## src/hdl/kcl_pkg.sv

```systemverilog
// ----------------------------------------------------------------------------
// Keypad code lock package
// Mode codes, result status codes and the result item type shared by the
// keypad code lock controller.
// ----------------------------------------------------------------------------
package kcl_pkg;

    // Width and ceiling of the consecutive failure count.
    localparam int FAIL_BITS = 4;
    localparam logic [FAIL_BITS-1:0] FAIL_MAX = 4'd15;

    // Width and reset value of the failure limit register.
    localparam int LIMIT_BITS = 4;
    localparam logic [LIMIT_BITS-1:0] LIMIT_RESET = 4'd5;

    // Configuration register index of the failure limit.
    localparam logic REG_FAILURE_LIMIT = 1'b0;

    // Operating mode, one-hot.
    typedef enum logic [2:0] {
        MODE_NEW     = 3'b001,
        MODE_CONFIRM = 3'b010,
        MODE_CHECK   = 3'b100
    } mode_t;

    // Status reported with every key.
    typedef enum logic [2:0] {
        ST_COLLECT  = 3'd0,
        ST_AGAIN    = 3'd1,
        ST_SET      = 3'd2,
        ST_MISMATCH = 3'd3,
        ST_UNLOCK   = 3'd4,
        ST_WRONG    = 3'd5,
        ST_ALARM    = 3'd6
    } status_t;

    // One result item.
    typedef struct packed {
        status_t              status;
        logic [FAIL_BITS-1:0] failures;
    } result_t;

endpackage

```

## src/hdl/keypad_code_lock_controller.sv

```systemverilog
// ----------------------------------------------------------------------------
// Keypad code lock controller
// Collects a code twice, stores it on a match, then checks entries against
// it and counts consecutive failures up to a configurable alarm limit.
// ----------------------------------------------------------------------------
// Usage:
// The s_ channel carries one key per item (s_key_value); the m_ channel
// returns one result item per key (m_status, m_failures). Both channels use
// valid/ready handshakes.
// Each key is handled in the cycle it is accepted: the mode, key position,
// running match flag, failure count and code store update at that edge and
// the result is registered, in the skid register when the main one stalls.
// One key can be accepted every cycle while the skid register is empty.
// The output side holds a main register and a skid register, so one more key
// is taken while a result waits; s_ready drops only when both are full.
// The code store needs no clearing: it is compared only after six keys of a
// new code have been written. In check mode the code is never rewritten, so
// the first entry itself serves as the stored code.
// Reset (aresetn low, synchronous) returns to new-code mode at key zero with
// a zero failure count, sets the failure limit to 5 and empties the output.
// The failure limit is written through the APB port at byte address 0, by the
// user only while the block is idle (not enforced by it); a zero limit acts as one.
// ----------------------------------------------------------------------------
module keypad_code_lock_controller
    import kcl_pkg::*;
#(
    parameter int CODE_LENGTH = 6,
    parameter int KEY_BITS    = 4
) (
    input  logic                 aclk,
    input  logic                 aresetn,
    // Configuration port
    input  logic                 psel,
    input  logic                 penable,
    input  logic                 pwrite,
    input  logic [2:0]           paddr,
    input  logic [31:0]          pwdata,
    output logic [31:0]          prdata,
    output logic                 pready,
    // Key input channel
    input  logic                 s_valid,
    output logic                 s_ready,
    input  logic [KEY_BITS-1:0]  s_key_value,
    // Result channel
    output logic                 m_valid,
    input  logic                 m_ready,
    output logic [2:0]           m_status,
    output logic [FAIL_BITS-1:0] m_failures
);

    localparam int POS_W = (CODE_LENGTH > 1) ? $clog2(CODE_LENGTH) : 1;
    localparam logic [POS_W-1:0] POS_LAST = POS_W'(CODE_LENGTH - 1);

    // State
    mode_t                 mode_reg, mode_next;
    logic [POS_W-1:0]      pos_reg, pos_next;
    logic                  match_reg, match_next;
    logic [FAIL_BITS-1:0]  fail_reg, fail_next;
    logic [LIMIT_BITS-1:0] limit_reg;
    logic [KEY_BITS-1:0]   code_reg [CODE_LENGTH];

    // Output buffer
    logic    main_valid_reg, skid_valid_reg;
    result_t main_reg, skid_reg;
    result_t result_next;

    logic s_fire, m_pop;
    logic last_key, key_eq, match_now;
    logic [FAIL_BITS-1:0]  fail_inc;
    logic [LIMIT_BITS-1:0] limit_eff;

    // Configuration port: always ready, limit register readable.
    assign pready = 1'b1;
    assign prdata = (paddr[2] == REG_FAILURE_LIMIT) ? {{(32-LIMIT_BITS){1'b0}}, limit_reg}
                                                     : 32'd0;

    always_ff @(posedge aclk) begin
        if (!aresetn) begin
            limit_reg <= LIMIT_RESET;
        end else if (psel && penable && pwrite && pready
                     && paddr[2] == REG_FAILURE_LIMIT) begin
            limit_reg <= pwdata[LIMIT_BITS-1:0];
        end
    end

    // Handshakes
    assign s_ready = !skid_valid_reg;
    assign s_fire  = s_valid && s_ready;
    assign m_pop   = main_valid_reg && m_ready;

    // Key compare and running match flag.
    assign last_key  = (pos_reg == POS_LAST);
    assign key_eq    = (s_key_value == code_reg[pos_reg]);
    assign match_now = (pos_reg == '0) ? key_eq : (match_reg && key_eq);
    assign fail_inc  = (fail_reg == FAIL_MAX) ? FAIL_MAX : fail_reg + 1'b1;
    assign limit_eff = (limit_reg == '0) ? LIMIT_BITS'(1) : limit_reg;

    // Mode update and result for the key at the input.
    always_comb begin
        mode_next   = mode_reg;
        pos_next    = last_key ? '0 : pos_reg + 1'b1;
        match_next  = match_reg;
        fail_next   = fail_reg;
        result_next.status = ST_COLLECT;
        case (mode_reg)
            MODE_CONFIRM: begin
                match_next = match_now;
                if (last_key) begin
                    match_next = 1'b1;
                    if (match_now) begin
                        mode_next          = MODE_CHECK;
                        result_next.status = ST_SET;
                    end else begin
                        mode_next          = MODE_NEW;
                        result_next.status = ST_MISMATCH;
                    end
                end
            end
            MODE_CHECK: begin
                match_next = match_now;
                if (last_key) begin
                    match_next = 1'b1;
                    if (match_now) begin
                        fail_next          = '0;
                        result_next.status = ST_UNLOCK;
                    end else if (fail_inc >= limit_eff) begin
                        fail_next          = '0;
                        result_next.status = ST_ALARM;
                    end else begin
                        fail_next          = fail_inc;
                        result_next.status = ST_WRONG;
                    end
                end
            end
            default: begin
                // New code entry; unused codes behave the same way.
                match_next = 1'b1;
                if (last_key) begin
                    mode_next          = MODE_CONFIRM;
                    result_next.status = ST_AGAIN;
                end
            end
        endcase
        result_next.failures = fail_next;
    end

    // Control state registers.
    always_ff @(posedge aclk) begin
        if (!aresetn) begin
            mode_reg  <= MODE_NEW;
            pos_reg   <= '0;
            match_reg <= 1'b1;
            fail_reg  <= '0;
        end else if (s_fire) begin
            mode_reg  <= mode_next;
            pos_reg   <= pos_next;
            match_reg <= match_next;
            fail_reg  <= fail_next;
        end
    end

    // Code store: written only while a new code is entered.
    always_ff @(posedge aclk) begin
        if (s_fire && mode_reg != MODE_CONFIRM && mode_reg != MODE_CHECK) begin
            code_reg[pos_reg] <= s_key_value;
        end
    end

    // Output buffer: main register feeds m_, skid register takes an item
    // accepted while the main register is stalled.
    always_ff @(posedge aclk) begin
        if (!aresetn) begin
            main_valid_reg <= 1'b0;
            skid_valid_reg <= 1'b0;
        end else if (s_fire) begin
            if (!main_valid_reg || m_pop) begin
                main_valid_reg <= 1'b1;
            end else begin
                skid_valid_reg <= 1'b1;
            end
        end else if (m_pop) begin
            main_valid_reg <= skid_valid_reg;
            skid_valid_reg <= 1'b0;
        end
    end

    always_ff @(posedge aclk) begin
        if (s_fire) begin
            if (!main_valid_reg || m_pop) begin
                main_reg <= result_next;
            end else begin
                skid_reg <= result_next;
            end
        end else if (m_pop && skid_valid_reg) begin
            main_reg <= skid_reg;
        end
    end

    assign m_valid    = main_valid_reg;
    assign m_status   = main_reg.status;
    assign m_failures = main_reg.failures;

`ifndef ASSERT_OFF
    // The skid register is used only behind a full main register.
    assert property (@(posedge aclk) disable iff (!aresetn)
        skid_valid_reg |-> main_valid_reg)
        else $error("skid register holds an item while the main register is empty");

    // Once the code is set the block stays in check mode.
    assert property (@(posedge aclk) disable iff (!aresetn)
        mode_reg == MODE_CHECK |=> mode_reg == MODE_CHECK)
        else $error("left check mode");

    // Alarm and unlock both clear the failure count.
    assert property (@(posedge aclk) disable iff (!aresetn)
        m_valid && (m_status == ST_ALARM || m_status == ST_UNLOCK) |-> m_failures == '0)
        else $error("failure count not cleared on alarm or unlock");

    // The key position wraps within one code.
    assert property (@(posedge aclk) disable iff (!aresetn)
        pos_reg <= POS_LAST)
        else $error("key position beyond code length");
`endif

endmodule

```

## config.mk

```make
export PLATFORM = sky130hd
export DESIGN_NAME = keypad_code_lock_controller
export DESIGN_NICKNAME = d
export VERILOG_FILES = /design/src/hdl/kcl_pkg.sv /design/src/hdl/keypad_code_lock_controller.sv
export SDC_FILE = /design/constraint.sdc
export NUM_CORES = 1
export LEC_CHECK = 0
export ABC_AREA = 0
export CORE_UTILIZATION = 47
export CTS_CLUSTER_DIAMETER = 30
export DETAILED_ROUTE_END_ITERATION = 16
export DONT_BUFFER_PORTS = 1
export MAX_ROUTING_LAYER = met4
export SYNTH_ARGS = -nofsm -noshare
export SYNTH_HDL_FRONTEND = slang
export SYNTH_SLANG_ARGS = --single-unit
export TNS_END_PERCENT = 1
```

## constraint.sdc

```tcl
create_clock -name aclk -period 3.05 [get_ports aclk]
set_clock_uncertainty 0.2 [all_clocks]
set_input_delay 0 -clock aclk [delete_from_list [all_inputs] [get_ports aclk]]
set_output_delay 0 -clock aclk [all_outputs]
set_load 0.01 [all_outputs]
```

Yosys cells after proc, flatten, opt, wreduce, memory -nomap -nowiden

Memory sizes are Yosys's and may differ from the RTL's. A register that Yosys moved wholly into a read port is not among the register bits.
Cells that the tools add are included.

Reduce and logical (&&, ||, !) cells: 22
Magnitude comparators: 1
Equality and inequality tests: 9
Add/subtract/negate cells: 2
Bitwise operators: 3
Mux-type cells: 35

Operators by type and width:

| operator                                              | count |
|---|---|
| two-way mux 4 bit                                     | 7 |
| two-way mux 3 bit                                     | 7 |
| two-way mux 7 bit                                     | 3 |
| two-way mux 1 bit                                     | 13 |
| case mux 3 bit (2 select lines)                       | 2 |
| logical AND 1 bit                                     | 9 |
| AND reduction 2 bit                                   | 4 |
| == test 3 bit, second input constant                  | 2 |
| two-way mux 2 bit                                     | 3 |
| adder 4 x 1 -> 4 bit, second input constant           | 1 |
| == test 4 bit                                         | 1 |
| == test 4 bit, second input constant                  | 1 |
| greater-or-equal comparator 4 bit                     | 1 |
| zero test 4 bit                                       | 1 |
| nonzero test 2 bit                                    | 2 |
| adder 3 x 1 -> 3 bit, second input constant           | 1 |
| == test 3 x 2 -> 1 bit, second input constant         | 1 |
| zero test 3 bit                                       | 1 |
| inequality test 3 x 2 -> 1 bit, second input constant | 1 |
| inequality test 3 bit, second input constant          | 1 |
| inverter 1 bit                                        | 3 |
| AND reduction 3 bit                                   | 1 |
| zero test 1 bit                                       | 2 |
| inequality test 2 x 1 -> 1 bit, second input constant | 1 |
| other kinds (3)                                       | 3 |

Output and inout bits: 42
Bits in writable memories: 24
Flip-flop bits (word level): 31
Memories: 1
Word-level logic and storage cells: 84
Input port bits: 46

Memories:

| name     | words | width | rd ports | clocked after Yosys merged registers in | wr ports | RTL line                          | RTL |
|---|---|---|---|---|---|---|---|
| code_reg | 6     | 4     | 1        | 1                                       | 1        | keypad_code_lock_controller.sv:60 | `logic [KEY_BITS-1:0] code_reg [CODE_LENGTH];` |

Logic depth before layout (Yosys ltp)

Word-level depth: 9
Mapped depth: 11
Mapped depth without buffers: 10

Worst setup path before layout

OpenSTA, ideal clock, no wires.

Path type: reg2reg
Start: register fail_reg[0]
End: register main_reg (netlist bit m_failures[3]) (data pin)
Data required time: 2708 ps
Period minus slack after synthesis: 2826 ps
Path buffers: 1
Data arrival time: 2484 ps
Stages on the path, launching flop included: 12
Path slack: 224 ps
Cells stage by stage: dfxtp_1 > ha_1 > nand3_1 > and2_1 > ha_1 > nand2b_1 > a21o_1 > a21o_1 > a211o_1 > buf_6 > or3_4 > o21ai_2

Cells in the longest elaborated chain, start to end: 9

Ends and longest elaborated chain:

| what                                                  | RTL line                           | RTL |
|---|---|---|
| from (decl)                                           | keypad_code_lock_controller.sv:58  | `logic [FAIL_BITS-1:0] fail_reg, fail_next;` |
| from (signal assigned)                                | keypad_code_lock_controller.sv:158 | `fail_reg <= fail_next;` |
| adder 4 x 1 -> 4 bit or == test 4 bit (tied branches) | keypad_code_lock_controller.sv:95  | `assign fail_inc = (fail_reg == FAIL_MAX) ? FAIL_MAX : fail_reg + 1'b1;` |
| two-way mux 4 bit *                                   | keypad_code_lock_controller.sv:95  |  |
| greater-or-equal comparator 4 bit                     | keypad_code_lock_controller.sv:126 | `end else if (fail_inc >= limit_eff) begin` |
| two-way mux 4 bit *                                   | keypad_code_lock_controller.sv:126 |  |
| two-way mux 4 bit *                                   | keypad_code_lock_controller.sv:123 | `if (match_now) begin` |
| two-way mux 4 bit *                                   | keypad_code_lock_controller.sv:121 | `if (last_key) begin` |
| two-way mux 4 bit *                                   | keypad_code_lock_controller.sv:105 | `case (mode_reg)` |
| two-way mux 7 bit *                                   | keypad_code_lock_controller.sv:189 | `if (!main_valid_reg \|\| m_pop) begin` |
| two-way mux 7 bit *                                   | keypad_code_lock_controller.sv:188 | `if (s_fire) begin` |
| to (signal assigned)                                  | keypad_code_lock_controller.sv:190 | `main_reg <= result_next;` |
| to (signal assigned)                                  | keypad_code_lock_controller.sv:195 | `main_reg <= skid_reg;` |
| to (decl)                                             | keypad_code_lock_controller.sv:64  | `result_t main_reg, skid_reg;` |

Every way passes the cells marked *; elsewhere a longest branch is shown, timed or not. The select of a mux whose other input is x is not followed.
A chain may end at the register's enable or synchronous reset.

Final worst setup path

Start: register fail_reg[0]
End: register main_reg (netlist bit m_failures[1]) (data pin)

Same word-level chain as after synthesis.

==> results.yml <==
synthesis:
  synth-compound-area-share_pct: 12.0
  ys_ff_latch: 58
  avgSynthCellArea_um2: 10.7
  synth.distinct_cells: 51
  synthTopCellsByArea: "edfxtp_1 (39%), dfxtp_1 (14%), buf_4 (7.7%)"
  muxShareOfSynthArea_pct: 5.98
  synthSimpleGateAreaFrac_pct: 14.7
  synth-main-ff-cell: "edfxtp_1"
  syn_area_um2: 2930
  ys.warnings.count: 0
  synthCells: 275
  seq_area_frac_synth_pct: 52.6
  synth_edf_count: 38
  synth_top_cell_by_area: "edfxtp_1"
  synth_top_family_by_area: "simple AND/OR/NAND/NOR gates"
  yosysTopAreaCellShare_pct: 38.9
  synth_xor_area_share_pct: 1.20
  async_flop_share_pct: 0
  synth_fa_ha_area_share_pct: 2.13
worst_hold_path:
  hp-class: "in2reg"
  hold_depth: 4
  min_to: "mode_reg[2]$_SDFFE_PN0P_"
  hold_start: "s_key_value[3]"
drt:
  drc: 0
  drt-pass1-iter-count: 4
  antenna_left: 0
  routedWlPerCell_um: 14.7
  via_count: 1994
  routed_via_density: 5.29
  routed_wl_mm: 5.55
  drt_iter0_drc: 146
cells_and_area:
  fin_util_pct: 55.2
  insertedDiodeCount: 0
  nets: 348
  nFillCells: 533
  syn_to_final_growth_pct: 12.2
  largest_reg_flops: 24
  final_cell_mix: "edfxtp_1 (38), conb_1 (29), dfxtp_1 (20), nor2_1 (19), nand2_1 (19)"
  drive_gt1_share_pct: 11.3
  layout_commonest_cell: "edfxtp_1"
floorplanning:
  io_pins: 88
  die_height_um: 81.0
  die_area_um2: 6560
  start_util_pct: 49.2
  core_um2: 5960
  rows: 28
  die_w_um: 81.0
sta:
  max_freq_ghz: 0.346
  slew_headroom_pct: 51.5
  hold_viol_final: 0
  min_period_ns: 2.89
  layout_worst_path_cycle_share_pct: 94.9
  worst_slew_pin_slew_ns: 0.728
  final.setup.tns_ns: 0
  slew_violations: 0
  final-setup-viol-count: 0
  rsz0062_at_grt: "false"
setup_path:
  critPathLaunchType: "register"
  cp_data_required_time_ns: 3.03
  r2r_cells: 10
  cp-end-kind: "register"
  reg2reg_slack_ns: 0.16
  r2r-end: "m_failures[1]$_DFFE_PP_"
  crit_fanout: 8
  crit_type: "reg2reg"
  cp.arrival_ns: 2.88
  critPathLaunch: "fail_reg[0]$_SDFFE_PN0P_"
  r2r_start: "fail_reg[0]$_SDFFE_PN0P_"
grt:
  grt_pass1_vias: 1884
  antenna_found_initial: 0
  grt_pass1_wl_mm: 9.32
  groute.usage.overall_pct: 20.1
  grt-ovfl-total: 0
  grt_max_degree: 25
power:
  leakagePower_uw: 0.00123
  cellPowerDensity_nw_per_um2: 550
  total_power_uw: 1810
  ir_drop_mv: 0.343
clock_tree:
  clockBufferDepth: 2
  clk_pin_slew_ns: 0.07
  cts_root_buf: "clkbuf_8"
  clk_latency_ns: 0.33
  cts.sinks: 58
  htreeDepth: 3
  cts_buffers: 9
  cts_tree: "yes"
  cts_setup_buffers: 0
outcome:
  run_status: "complete, no violations"
placed_design:
  hpwlAfterDp_mm: 3.79
  routabilityCongestion: 0.826
  port-buffer-count: 0
flow_run:
  drv_cap: 0
## how the worst max path moves through the flow
stage / to / slack [ns] / cells past startpoint
after floorplan: m_failures[3]$_DFFE_PP_ / 0.22 / 11
after global placement: m_failures[1]$_DFFE_PP_ / 0.14 / 10
after detailed placement: m_failures[1]$_DFFE_PP_ / 0.12 / 10
after CTS: m_failures[1]$_DFFE_PP_ / 0.10 / 10
after global routing: m_failures[1]$_DFFE_PP_ / 0.02 / 10
final: m_failures[1]$_DFFE_PP_ / 0.16 / 10
## metrics by stage
step | instances | hold WS, ns | worst slack [ns] | cell area, um2
after floorplan | 302 | -0.157 | 0.224 | 3030
after global placement | 346 | -0.154 | 0.139 | 2920
after detailed placement | 346 | -0.155 | 0.118 | 2920
after CTS | 377 | 0.0110 | 0.103 | 3280
after global routing | 377 | 0.0380 | 0.0160 | 3290
final | 377 | 0.0213 | 0.156 | 3290
## what timing repair did
action,in CTS,in global routing
hold buffers,15,0
endpoints found under the hold margin,62,0
setup endpoints to repair,0,1
gates resized for setup,0,3
## cells by family after synthesis
family,after synthesis
AOI/OAI and AO/OA,52
xor gates and xnor gates,4
adders and majority gates,5
buffers and inverters,54
DFF,58
muxes,16
other,2
and+or+nand+nor,84
## report_power, final
part	total, uW	switching (uW)	internal [uW]
clock network	757	303	455
registers	891	25.3	865
logic	161	103	58.4
## layer usage
layer	part of all wire (%)	track usage, %	vias up
met4	1.6	9.11	0
met5	0	-	-
met3	7.0	5.96	9
li1	-	-	989
met1	48	27.4	912
met2	44	27.4	84
## Yosys cell counts (2+ instances only)
library cell / number
a21o_1: 2
a21oi_1: 15
a22oi_1: 3
and2_1: 2
buf_2: 4
buf_4: 30
clkbuf_1: 5
conb_1: 2
dfxtp_1: 20
edfxtp_1: 38
ha_1: 5
inv_1: 13
mux2i_1: 13
nand2_1: 19
nand2b_1: 4
nand3_1: 11
nand3b_1: 2
nor2_1: 19
nor2b_1: 3
nor3_1: 7
nor3b_1: 2
o21ai_0: 7
o21ai_1: 3
o31ai_1: 5
o41ai_1: 6
or3_1: 7
xnor2_1: 4
## worst max-delay path, cell delays in order (launching register included)
cell and delay [ns]:
dfxtp_1 0.34, ha_2 0.22, nand3_1 0.07, and2_1 0.18, ha_1 0.28, nand2b_1 0.14, a21o_1 0.17, a21o_1 0.20
a211o_2 0.41, or3_1 0.40, o21ai_2 0.13
## final cells by class
type	instances	area, um2	share of cell area [%]
Clock buffer	10	128	3.88
Clock inverter	6	81.3	2.47
Inverter	13	48.8	1.48
Multi-Input combinational cell	190	1170	35.6
Sequential cell	58	1540	46.9
Tap cell	75	93.8	2.85
Timing Repair Buffer	25	225	6.85
Note: power is estimated with default switching activity, not from simulation.
